## config.mk

```make
export PLATFORM = sky130hd
export DESIGN_NAME = command_line_splitter
export DESIGN_NICKNAME = d
export VERILOG_FILES = /design/src/hdl/clsp_pkg.sv /design/src/hdl/clsp_core.sv /design/src/hdl/clsp_queue.sv /design/src/hdl/command_line_splitter.sv
export SDC_FILE = /design/constraint.sdc
export NUM_CORES = 1
export LEC_CHECK = 0
export BUFFER_PORTS_ARGS = -buffer_cell sky130_fd_sc_hd__buf_2
export CORE_ASPECT_RATIO = 1.4
export CORE_MARGIN = 2
export CORE_UTILIZATION = 50
export DETAILED_ROUTE_END_ITERATION = 10
export PLACE_DENSITY = 0.72
export SLEW_MARGIN = 10
export SYNTH_ARGS = -nofsm -noshare
export SYNTH_HDL_FRONTEND = slang
export SYNTH_SLANG_ARGS = --single-unit
```

## constraint.sdc

```tcl
create_clock -name clk -period 6.6 [get_ports clk]
set_clock_uncertainty 0.05 [all_clocks]
set_input_delay 0.33 -clock clk [delete_from_list [all_inputs] [get_ports clk]]
set_output_delay 0.33 -clock clk [all_outputs]
set_load 0.02 [all_outputs]
```

## src/hdl/clsp_pkg.sv

```systemverilog
// clsp_pkg: shared types, character codes and helpers for the command line splitter.
// No dependencies; used by clsp_core, clsp_queue and command_line_splitter.
package clsp_pkg;

    localparam int VERB_CAP_DEFAULT   = 32;
    localparam int LINE_BYTES_DEFAULT = 1024;
    localparam int QUEUE_DEPTH        = 4;

    // widest position counter (LINE_BYTES up to 65536) and widest verb counter
    localparam int POS_WIDE  = 17;
    localparam int VCNT_WIDE = 7;

    localparam logic [7:0] CH_SPACE = 8'h20;
    localparam logic [7:0] CH_TAB   = 8'h09;
    localparam logic [7:0] CH_CR    = 8'h0d;
    localparam logic [7:0] CH_LF    = 8'h0a;
    localparam logic [7:0] CH_NUL   = 8'h00;
    localparam logic [7:0] CH_ZERO  = 8'h30;
    localparam logic [7:0] CH_NINE  = 8'h39;

    localparam logic KIND_VERB    = 1'b0;
    localparam logic KIND_SUMMARY = 1'b1;

    typedef enum logic [1:0] {
        ST_OK     = 2'd0,
        ST_EMPTY  = 2'd1,
        ST_BADID  = 2'd2,
        ST_NOVERB = 2'd3
    } status_t;

    typedef enum logic [2:0] {
        PH_LEAD,
        PH_ID,
        PH_GAP,
        PH_VERB,
        PH_REST,
        PH_DONE
    } phase_t;

    typedef struct packed {
        logic [7:0] ch;
        logic       line_end;
    } in_t;

    typedef struct packed {
        logic        kind;
        logic [7:0]  verb_char;
        status_t     status;
        logic [31:0] req_id;
        logic [4:0]  verb_length;
        logic [9:0]  rest_offset;
        logic        last;
    } out_t;

    // up to two results per accepted byte: verb echo first, then summary
    typedef struct packed {
        logic verb_v;
        logic sum_v;
        out_t verb;
        out_t sum;
    } push_t;

    function automatic logic is_ws(logic [7:0] c);
        return (c == CH_SPACE) || (c == CH_TAB);
    endfunction

    function automatic logic is_stop(logic [7:0] c);
        return (c == CH_NUL) || (c == CH_CR) || (c == CH_LF);
    endfunction

    function automatic logic is_digit(logic [7:0] c);
        return (c >= CH_ZERO) && (c <= CH_NINE);
    endfunction

    function automatic logic [9:0] sat_offset(logic [POS_WIDE-1:0] v);
        return (v > POS_WIDE'(1023)) ? 10'd1023 : v[9:0];
    endfunction

    function automatic logic [4:0] sat_length(logic [VCNT_WIDE-1:0] v);
        return (v > VCNT_WIDE'(31)) ? 5'd31 : v[4:0];
    endfunction

endpackage

```

## src/hdl/clsp_core.sv

```systemverilog
// clsp_core: per-byte parser state and result formation, one byte per cycle while accept is high.
// Depends on clsp_pkg.
module clsp_core #(
    parameter int VERB_CAP   = clsp_pkg::VERB_CAP_DEFAULT,
    parameter int LINE_BYTES = clsp_pkg::LINE_BYTES_DEFAULT
) (
    input  logic                 clk,
    input  logic                 rst_n,
    input  logic                 accept,
    input  clsp_pkg::in_t        data,
    output clsp_pkg::push_t      push
);

    localparam int PW = $clog2(LINE_BYTES + 1);
    localparam int VW = $clog2(VERB_CAP);

    clsp_pkg::phase_t  phase_reg, phase_next, phase_mid;
    logic [31:0]       id_reg, id_next, id_mid;
    logic              ovf_reg, ovf_next, ovf_mid;
    logic [PW-1:0]     pos_reg, pos_next;
    logic [VW-1:0]     cnt_reg, cnt_next, cnt_mid;
    logic [PW-1:0]     rest_reg, rest_next, rest_mid;
    clsp_pkg::status_t status_reg, status_next, status_mid;

    logic [7:0]  c;
    logic        c_ws, c_stop, c_digit;
    logic [35:0] prod;
    logic [VW-1:0] cnt_inc;

    // bytes at or past the last usable offset read as NUL
    assign c       = (pos_reg >= PW'(LINE_BYTES - 1)) ? clsp_pkg::CH_NUL : data.ch;
    assign c_ws    = clsp_pkg::is_ws(c);
    assign c_stop  = clsp_pkg::is_stop(c);
    assign c_digit = clsp_pkg::is_digit(c);
    assign prod    = ({4'b0, id_reg} << 3) + ({4'b0, id_reg} << 1) + 36'(c[3:0]);
    assign cnt_inc = cnt_reg + VW'(1);

    // next state
    always_comb
    begin
        phase_mid  = phase_reg;
        id_mid     = id_reg;
        ovf_mid    = ovf_reg;
        cnt_mid    = cnt_reg;
        rest_mid   = rest_reg;
        status_mid = status_reg;
        pos_next   = pos_reg;
        if (accept)
        begin
            case (phase_reg)
                clsp_pkg::PH_LEAD:
                begin
                    if (c_ws)
                    begin
                    end
                    else if (c_stop)
                    begin
                        status_mid = clsp_pkg::ST_EMPTY;
                        phase_mid  = clsp_pkg::PH_DONE;
                    end
                    else if (!c_digit)
                    begin
                        status_mid = clsp_pkg::ST_BADID;
                        phase_mid  = clsp_pkg::PH_DONE;
                    end
                    else
                    begin
                        id_mid    = 32'(c[3:0]);
                        phase_mid = clsp_pkg::PH_ID;
                    end
                end
                clsp_pkg::PH_ID:
                begin
                    if (c_digit)
                    begin
                        id_mid = prod[31:0];
                        if (prod[35:32] != 4'd0)
                            ovf_mid = 1'b1;
                    end
                    else if (c_ws)
                    begin
                        if (ovf_reg)
                        begin
                            status_mid = clsp_pkg::ST_BADID;
                            phase_mid  = clsp_pkg::PH_DONE;
                        end
                        else
                            phase_mid = clsp_pkg::PH_GAP;
                    end
                    else if (c_stop)
                    begin
                        status_mid = ovf_reg ? clsp_pkg::ST_BADID : clsp_pkg::ST_NOVERB;
                        phase_mid  = clsp_pkg::PH_DONE;
                    end
                    else
                    begin
                        status_mid = clsp_pkg::ST_BADID;
                        phase_mid  = clsp_pkg::PH_DONE;
                    end
                end
                clsp_pkg::PH_GAP, clsp_pkg::PH_VERB:
                begin
                    if (c_ws)
                    begin
                        if (phase_reg == clsp_pkg::PH_VERB)
                        begin
                            rest_mid  = pos_reg + PW'(1);
                            phase_mid = clsp_pkg::PH_REST;
                        end
                    end
                    else if (c_stop)
                    begin
                        if (phase_reg == clsp_pkg::PH_GAP)
                            status_mid = clsp_pkg::ST_NOVERB;
                        else
                        begin
                            rest_mid   = pos_reg;
                            status_mid = clsp_pkg::ST_OK;
                        end
                        phase_mid = clsp_pkg::PH_DONE;
                    end
                    else
                    begin
                        cnt_mid   = cnt_inc;
                        phase_mid = clsp_pkg::PH_VERB;
                        if (cnt_inc >= VW'(VERB_CAP - 1))
                        begin
                            rest_mid  = pos_reg + PW'(1);
                            phase_mid = clsp_pkg::PH_REST;
                        end
                    end
                end
                clsp_pkg::PH_REST:
                begin
                    if (c_ws)
                        rest_mid = pos_reg + PW'(1);
                    else
                    begin
                        rest_mid   = pos_reg;
                        status_mid = clsp_pkg::ST_OK;
                        phase_mid  = clsp_pkg::PH_DONE;
                    end
                end
                default:
                begin
                end
            endcase
            if (pos_reg < PW'(LINE_BYTES))
                pos_next = pos_reg + PW'(1);
        end

        phase_next  = phase_mid;
        id_next     = id_mid;
        ovf_next    = ovf_mid;
        cnt_next    = cnt_mid;
        rest_next   = rest_mid;
        status_next = status_mid;
        // line end: back to the start-of-line state
        if (accept && data.line_end)
        begin
            phase_next  = clsp_pkg::PH_LEAD;
            id_next     = 32'd0;
            ovf_next    = 1'b0;
            cnt_next    = '0;
            rest_next   = '0;
            status_next = clsp_pkg::ST_EMPTY;
            pos_next    = '0;
        end
    end

    // outputs
    always_comb
    begin
        clsp_pkg::status_t st;
        logic [PW-1:0]     rest;

        st   = status_mid;
        rest = rest_mid;
        case (phase_mid)
            clsp_pkg::PH_LEAD: st = clsp_pkg::ST_EMPTY;
            clsp_pkg::PH_ID:   st = ovf_mid ? clsp_pkg::ST_BADID : clsp_pkg::ST_NOVERB;
            clsp_pkg::PH_GAP:  st = clsp_pkg::ST_NOVERB;
            clsp_pkg::PH_VERB:
            begin
                st   = clsp_pkg::ST_OK;
                rest = pos_reg + PW'(1);
            end
            clsp_pkg::PH_REST: st = clsp_pkg::ST_OK;
            default:           st = status_mid;
        endcase

        push.verb_v = accept && ((phase_reg == clsp_pkg::PH_GAP) ||
                                 (phase_reg == clsp_pkg::PH_VERB)) && !c_ws && !c_stop;
        push.sum_v  = accept && data.line_end;

        push.verb.kind        = clsp_pkg::KIND_VERB;
        push.verb.verb_char   = c;
        push.verb.status      = clsp_pkg::ST_OK;
        push.verb.req_id      = 32'd0;
        push.verb.verb_length = 5'd0;
        push.verb.rest_offset = 10'd0;
        push.verb.last        = 1'b0;

        push.sum.kind        = clsp_pkg::KIND_SUMMARY;
        push.sum.verb_char   = 8'd0;
        push.sum.status      = st;
        push.sum.req_id      = ((st == clsp_pkg::ST_OK) || (st == clsp_pkg::ST_NOVERB)) ?
                               id_mid : 32'd0;
        push.sum.verb_length = clsp_pkg::sat_length(clsp_pkg::VCNT_WIDE'(cnt_mid));
        push.sum.rest_offset = (st == clsp_pkg::ST_OK) ?
                               clsp_pkg::sat_offset(clsp_pkg::POS_WIDE'(rest)) : 10'd0;
        push.sum.last        = 1'b1;
    end

    always_ff @(posedge clk or negedge rst_n)
    begin
        if (!rst_n)
        begin
            phase_reg  <= clsp_pkg::PH_LEAD;
            id_reg     <= 32'd0;
            ovf_reg    <= 1'b0;
            pos_reg    <= '0;
            cnt_reg    <= '0;
            rest_reg   <= '0;
            status_reg <= clsp_pkg::ST_EMPTY;
        end
        else
        begin
            phase_reg  <= phase_next;
            id_reg     <= id_next;
            ovf_reg    <= ovf_next;
            pos_reg    <= pos_next;
            cnt_reg    <= cnt_next;
            rest_reg   <= rest_next;
            status_reg <= status_next;
        end
    end

endmodule

```

## src/hdl/clsp_queue.sv

```systemverilog
// clsp_queue: small result queue taking up to two entries per cycle, one out per cycle when not stalled.
// Depends on clsp_pkg.
module clsp_queue #(
    parameter int DEPTH = clsp_pkg::QUEUE_DEPTH
) (
    input  logic            clk,
    input  logic            rst_n,
    input  clsp_pkg::push_t push,
    output logic            room,
    output logic            valid,
    input  logic            stall,
    output clsp_pkg::out_t  data
);

    localparam int AW = $clog2(DEPTH);
    localparam int CW = $clog2(DEPTH + 1);

    clsp_pkg::out_t mem [DEPTH];

    logic [AW-1:0] wp_reg, wp_next, wp_inc, wp_inc2, rp_reg, rp_next;
    logic [CW-1:0] count_reg, count_next;
    logic          pop;
    logic [1:0]    npush;

    assign wp_inc  = (wp_reg == AW'(DEPTH - 1)) ? '0 : wp_reg + AW'(1);
    assign wp_inc2 = (wp_inc == AW'(DEPTH - 1)) ? '0 : wp_inc + AW'(1);
    assign npush   = {1'b0, push.verb_v} + {1'b0, push.sum_v};
    assign pop     = valid && !stall;

    assign room  = (count_reg <= CW'(DEPTH - 2));
    assign valid = (count_reg != '0);
    assign data  = mem[rp_reg];

    always_comb
    begin
        case (npush)
            2'd1:    wp_next = wp_inc;
            2'd2:    wp_next = wp_inc2;
            default: wp_next = wp_reg;
        endcase
        rp_next    = pop ? ((rp_reg == AW'(DEPTH - 1)) ? '0 : rp_reg + AW'(1)) : rp_reg;
        count_next = count_reg + CW'(npush) - CW'(pop);
    end

    always_ff @(posedge clk)
    begin
        if (push.verb_v)
            mem[wp_reg] <= push.verb;
        if (push.sum_v && push.verb_v)
            mem[wp_inc] <= push.sum;
        else if (push.sum_v)
            mem[wp_reg] <= push.sum;
    end

    always_ff @(posedge clk or negedge rst_n)
    begin
        if (!rst_n)
        begin
            wp_reg    <= '0;
            rp_reg    <= '0;
            count_reg <= '0;
        end
        else
        begin
            wp_reg    <= wp_next;
            rp_reg    <= rp_next;
            count_reg <= count_next;
        end
    end

    a_count_bound: assert property (@(posedge clk) disable iff (!rst_n)
        count_reg <= CW'(DEPTH))
        else $error("result queue over capacity");

    a_push_room: assert property (@(posedge clk) disable iff (!rst_n)
        (push.verb_v || push.sum_v) |-> room)
        else $error("push without room for two results");

    a_count_track: assert property (@(posedge clk) disable iff (!rst_n)
        1'b1 |=> count_reg == $past(count_reg) + CW'($past(npush)) - CW'($past(pop)))
        else $error("queue count out of step with transfers");

    a_sum_last: assert property (@(posedge clk) disable iff (!rst_n)
        (valid && data.kind == clsp_pkg::KIND_SUMMARY) |-> data.last)
        else $error("summary without last");

endmodule

```

## src/hdl/command_line_splitter.sv

```systemverilog
// command_line_splitter: top level; byte parser feeding a small result queue.
// Depends on clsp_pkg, clsp_core, clsp_queue.
//
//   channel   dir   handshake                   payload
//   line      in    line_valid / line_stall     line_data   (clsp_pkg::in_t)
//   res       out   res_valid  / res_stall      res_data    (clsp_pkg::out_t)
//
// One byte per cycle while line_stall is low. Each byte's parse step runs combinationally
// from the parser state registers into the result queue; results leave one per cycle
// while res_stall is low. A verb byte that also ends the line makes two results.
// line_stall rises only when the queue has fewer than two free entries.
// Async reset (rst_n low) returns the parser to the line start and empties the queue.
module command_line_splitter #(
    parameter int VERB_CAP    = clsp_pkg::VERB_CAP_DEFAULT,
    parameter int LINE_BYTES  = clsp_pkg::LINE_BYTES_DEFAULT,
    parameter int QUEUE_DEPTH = clsp_pkg::QUEUE_DEPTH
) (
    input  logic           clk,
    input  logic           rst_n,
    input  logic           line_valid,
    output logic           line_stall,
    input  clsp_pkg::in_t  line_data,
    output logic           res_valid,
    input  logic           res_stall,
    output clsp_pkg::out_t res_data
);

    logic            accept;
    logic            room;
    clsp_pkg::push_t push;

    // a byte transfer needs room for its worst case of two results
    assign line_stall = !room;
    assign accept     = line_valid && room;

    clsp_core #(
        .VERB_CAP   (VERB_CAP),
        .LINE_BYTES (LINE_BYTES)
    ) u_core (
        .clk    (clk),
        .rst_n  (rst_n),
        .accept (accept),
        .data   (line_data),
        .push   (push)
    );

    clsp_queue #(
        .DEPTH (QUEUE_DEPTH)
    ) u_queue (
        .clk   (clk),
        .rst_n (rst_n),
        .push  (push),
        .room  (room),
        .valid (res_valid),
        .stall (res_stall),
        .data  (res_data)
    );

endmodule

```

---- Word level (Yosys, flattened, before mapping) ----
Memory sizes are Yosys's and may differ from the RTL's.
Cells that the tools add are included.
word-level totals
  register bits after elaboration ......... 72
  memory bits (writable) .................. 236
  input port bits ......................... 13
  memories kept ........................... 1
operators by class
  $add $sub $neg .......................... 10
  order comparisons ....................... 7
  equality and inequality tests ........... 18
  mux-type cells .......................... 77
  bitwise logic cells ..................... 1
  reduce and logical (&&, ||, !) cells .... 29
memory list
  name         depth  width  rd ports  clocked after Yosys merged registers in  write ports  RTL line          RTL
  u_queue.mem  4      59     1         0                                        2            clsp_queue.sv:18  clsp_pkg::out_t mem [DEPTH];
operators with widths
  cell                     count
  $mux W32                 7
  $mux W11                 12
  $pmux W32 S2             1
  $mux W59                 1
  $mux W3                  13
  $add A35 B33 Y36         1
  $add A36 B4 Y36          1
  $mux W2                  16
  $mux W5                  5
  $eq A8 B4 Y1 const B     3
  $pmux W11 S2             1
  $mux W10                 2
  $pmux W2 S4              2
  $mux W1                  14
  $eq A3 B2 Y1 const B     4
  $pmux W3 S4              1
  $add A11 B1 Y11 const B  1
  $ge A11 B10 Y1 const B   1
  $gt A11 B10 Y1 const B   1
  $lt A11 B11 Y1 const B   1
  $eq A2 B2 Y1 const B     5
  $eq A8 B6 Y1 const B     1
  $ge A8 B6 Y1 const B     1
  $le A8 B6 Y1 const B     1
  24 further kinds         46

---- Logic depth before layout (Yosys ltp) ----
  depth after elaboration ................. 16
  gate-level depth with buffers ........... 24
  gate-level depth less buffers ........... 23

---- Cells and area by module ----
A second synthesis with hierarchy kept.
unflattened totals
  cells, all modules ...................... 1527
  area, all modules ....................... 18971.9 µm²
by module, submodules not included
  module                 instances  cells each  area an instance (µm²)  sequential area each (µm²)
  clsp_queue             1          635         11930.2                 7262.0
  clsp_core              1          890         7031.7                  1627.8
  command_line_splitter  1          2           10.0                    0.0

---- Worst setup path before layout ----
No wires, ideal clock.
  kind .................................... register to register
  start point ............................. reg u_core.pos_reg[1]
  end point ............................... mem u_queue.mem[0][39] (netlist name) (data pin)
  setup time .............................. 0.136 ns
  arrival time ............................ 5.632 ns
  data required time ...................... 6.414 ns
  path slack .............................. 0.782 ns
  stages on the path, launching flop included .. 23
  clock period less this slack ............ 5.818 ns
  path through ............................ dfrtp_1 -> ha_1 -> nand2_1 -> a2111oi_4 -> nor2_1 -> nand2_1 -> inv_1 -> fa_1 -> fa_1 -> a21o_1 -> nand4_1 -> nand2_1 -> a31oi_1 -> o31ai_1 -> nor4_1 -> o311ai_0 -> o21a_1 -> nand2b_1 -> ha_1 -> or2_2 -> buf_1 -> or4_1 -> nand3_1
RTL lines
  item                    RTL line          RTL
  from (decl)             clsp_core.sv:20   logic [PW-1:0] pos_reg, pos_next;
  from (signal assigned)  clsp_core.sv:232  pos_reg <= pos_next;
  to (decl)               clsp_queue.sv:18

==> flow_metrics.tcl <==
set metrics [dict create \
    outcome "complete, no violations" \
    hold_viol_final 0 \
    io_pins 74 \
    rows 79 \
    vias 13020 \
    p_leak_nw 7.291 \
    pre_cts_slack_ps 360.4 \
    start_kind "register" \
    ys_ff_latch 304 \
    netlist_instances 1575 \
    internal_power_w 0.004086 \
    htree_levels 1 \
    finalSetupViolations 0 \
    die_x_um 159.2 \
    dp_hpwl_um 30170 \
    num-fill-cells 2851 \
    yosysMostFrequentCell "nor2_1" \
    slew-limit-headroom_pct 19.99 \
    globalplace.congestion 0.9416 \
    core_area_sq_um 33210 \
    tightest_slew_ps 1194 \
    overflow 0 \
    avgSynthCellArea_sq_um 10.70 \
    firstDrtPassIters 5 \
    p_total_w 0.006261 \
    comb_power_share_pct 32.1 \
    grt_antenna_before_repair 1 \
    fmax_mhz 160.4 \
    drt-initial-drc-count 1282 \
    arrival_ps 6480 \
    largest_reg_flops 232 \
    grt_pass1_wl_um 71030 \
    grt_pass1_vias 12930 \
    fin_util_pct 56.29 \
    synth_area_leaders "edfxtp_1 (35%), dfrtp_1 (11%), mux4_2 (7.7%)" \
    netlist.area_leader.share_pct 34.92 \
    synth_area_leader_cell "edfxtp_1" \
    required_ps 6840 \
    swShare_pct 34.73 \
    viasPerCell 6.263 \
    postCtsSetupRepairBufs 0 \
    ant_nets 0 \
    fp.dieH_um 221.2 \
    yosysUniqueCellTypes 84 \
    ys.flop_type "edfxtp_1" \
    p_clk_share_pct 28.8 \
    p_per_area_nw_per_um2 334.9 \
    cts_buffers 30 \
    portBuffers 73 \
    min_period_ps 6234 \
    synth_seq_area_share_pct 49.89 \
    ys_top_cells_by_count "nor2_1 (272), edfxtp_1 (196), nand2_1 (132)" \
    worst_ir_drop_vdd_uv 263.9 \
    fin_area_sq_um 18700 \
    clock_path_buffers 3 \
    cts.sinks 304 \
    rsz0062_at_grt "no" \
    drv_slew 0 \
    cp_max_fo 18 \
    grt_max_degree 61 \
    cp-end-kind "register" \
    post-route-period-util_pct 94.46 \
    nets 1707 \
    root_buffer "clkbuf_16" \
    die_area_sq_um 35210 \
    criticalPathCategory "reg -> reg" \
    synthesis.area_sq_um 16850 \
    synthArstFlopShare_pct 23.68 \
    grt_usage_pct 25.27 \
    wl_per_cell_um 21.74 \
    fin_ws_ps 365.8 \
    cap_violations 0 \
    route.detailed.drc 0 \
    path_clk_slew_ps 70 \
    start_util_pct 50.75 \
    placed_area_sq_um 17650 \
    syn_nets 1673 \
    synth_enable_flop_cells 196 \
    pwr-share-seq_pct 39.1 \
    min_path_type "in -> reg" \
    drt-total-wl_um 45200 \
    drive_gt1_share_pct 16.84 \
    yosys_warnings 0 \
    setup_tns_ps 0 \
    worstSkewPairLatency_ps 590 \
    cts_tree "yes" \
    area_growth_pct 10.92 \
    p_sw_w 0.002175 \
]
==> power by group through the flow <==
stage	Sequential [W]	Clock, W	Combinational [W]
finish	0.00245	0.00180	0.00201
CTS	0.00244	0.00182	0.00202
floorplan	0.00237	0	0.00151
global route	0.00247	0.00189	0.00215
detailed placement	0.00248	0	0.00201
global placement	0.00247	0	0.00199
==> kinds of logic after synthesis <==
family / Yosys count / synth area share [%]
flip-flops: 304 / 49.89
AND/OR/NAND/NOR: 618 / 16.71
multiplexers: 65 / 8.195
XOR/XNOR: 46 / 2.390
buffers and inverters: 133 / 3.199
AO/OA/AOI/OAI: 324 / 13.17
adder cells (fa/ha/maj): 85 / 6.443
==> per-layer routing <==
layer | GRT usage, % | vias up | share of wire, %
met5 | 0 | - | 0
met3 | 2.924 | 109 | 5.6
li1 | - | 5898 | -
met1 | 32.14 | 6460 | 40
met2 | 44.73 | 553 | 51
met4 | 8.827 | 0 | 3.2
==> final timing paths <==
check | start | end | slack (ps) | depth (start not counted)
max in group asynchronous | rst_n | u_queue.rp_reg[0] | 5270 | 3
min in group asynchronous | rst_n | u_core.id_reg[13] | 130 | 2
hold reg to reg | u_queue.mem[3][0] | u_queue.mem[3][0] | 400 | 2
setup / recovery | u_core.pos_reg[0] | u_queue.mem[2][42] | 370 | 22
setup reg to reg | u_core.pos_reg[0] | u_queue.mem[2][42] | 370 | 22
hold / removal | line_data[5] | u_queue.mem[1][54] | 20 | 3
==> critical path, stage by stage, from the launching register on <==
cell	delay, ps
dfrtp_2	480
ha_1	310
nand2_1	170
a2111oi_4	370
nor2_1	150
nand2_1	160
inv_1	80
fa_1	530
fa_1	480
a21o_1	190
nand4_1	100
nand2_1	130
a31oi_1	240
o31ai_1	200
nor4_2	290
o311ai_0	160
o21a_1	240
nand2b_1	160
ha_1	450
buf_4	280
nand2b_1	290
buf_4	300
o22ai_1	120
==> final cells by class <==
type                    count  area, sq um  share of cell area [%]
diodes                      1        2.502                 0.01339
clock buffers              37        807.0                   4.317
clock inverters            19        222.7                   1.191
inverters                  28        105.1                  0.5622
multi-input cells        1138         7948                   42.51
flip-flops and latches    304         8416                   45.01
well taps                 445        556.8                   2.978
repair buffers            107        638.1                   3.413
==> per-stage QoR <==
step,instances,hold WS (ps)
after detailed placement,2021,193.5
after global routing,2079,27.10
after CTS,2078,4.987
after floorplan,1575,-15.59
after global placement,2021,194.8
final,2079,15.82
==> placed cells by master (no fill, tap or decap), types with 25 or more instances in the layout <==
cell type	netlist	final
a21oi_1	90	86
ha_1	82	82
buf_2	4	72
o21ai_0	47	46
nand2_1	132	132
dfxtp_1	36	36
clkbuf_16	0	30
buf_4	3	33
inv_1	28	27
dfrtp_1	71	68
xnor2_1	30	30
nor2_1	272	272
mux4_2	58	58
nor3_1	26	25
edfxtp_1	196	196
nand3_1	64	63
==> timing repair <==
item / in CTS / in global routing
hold endpoints to repair: 19 / 0
setup endpoints to repair: 0 / 19
resized for setup: 0 / 2
hold buffers: 1 / 0
Power figures use the tool's default switching activity.
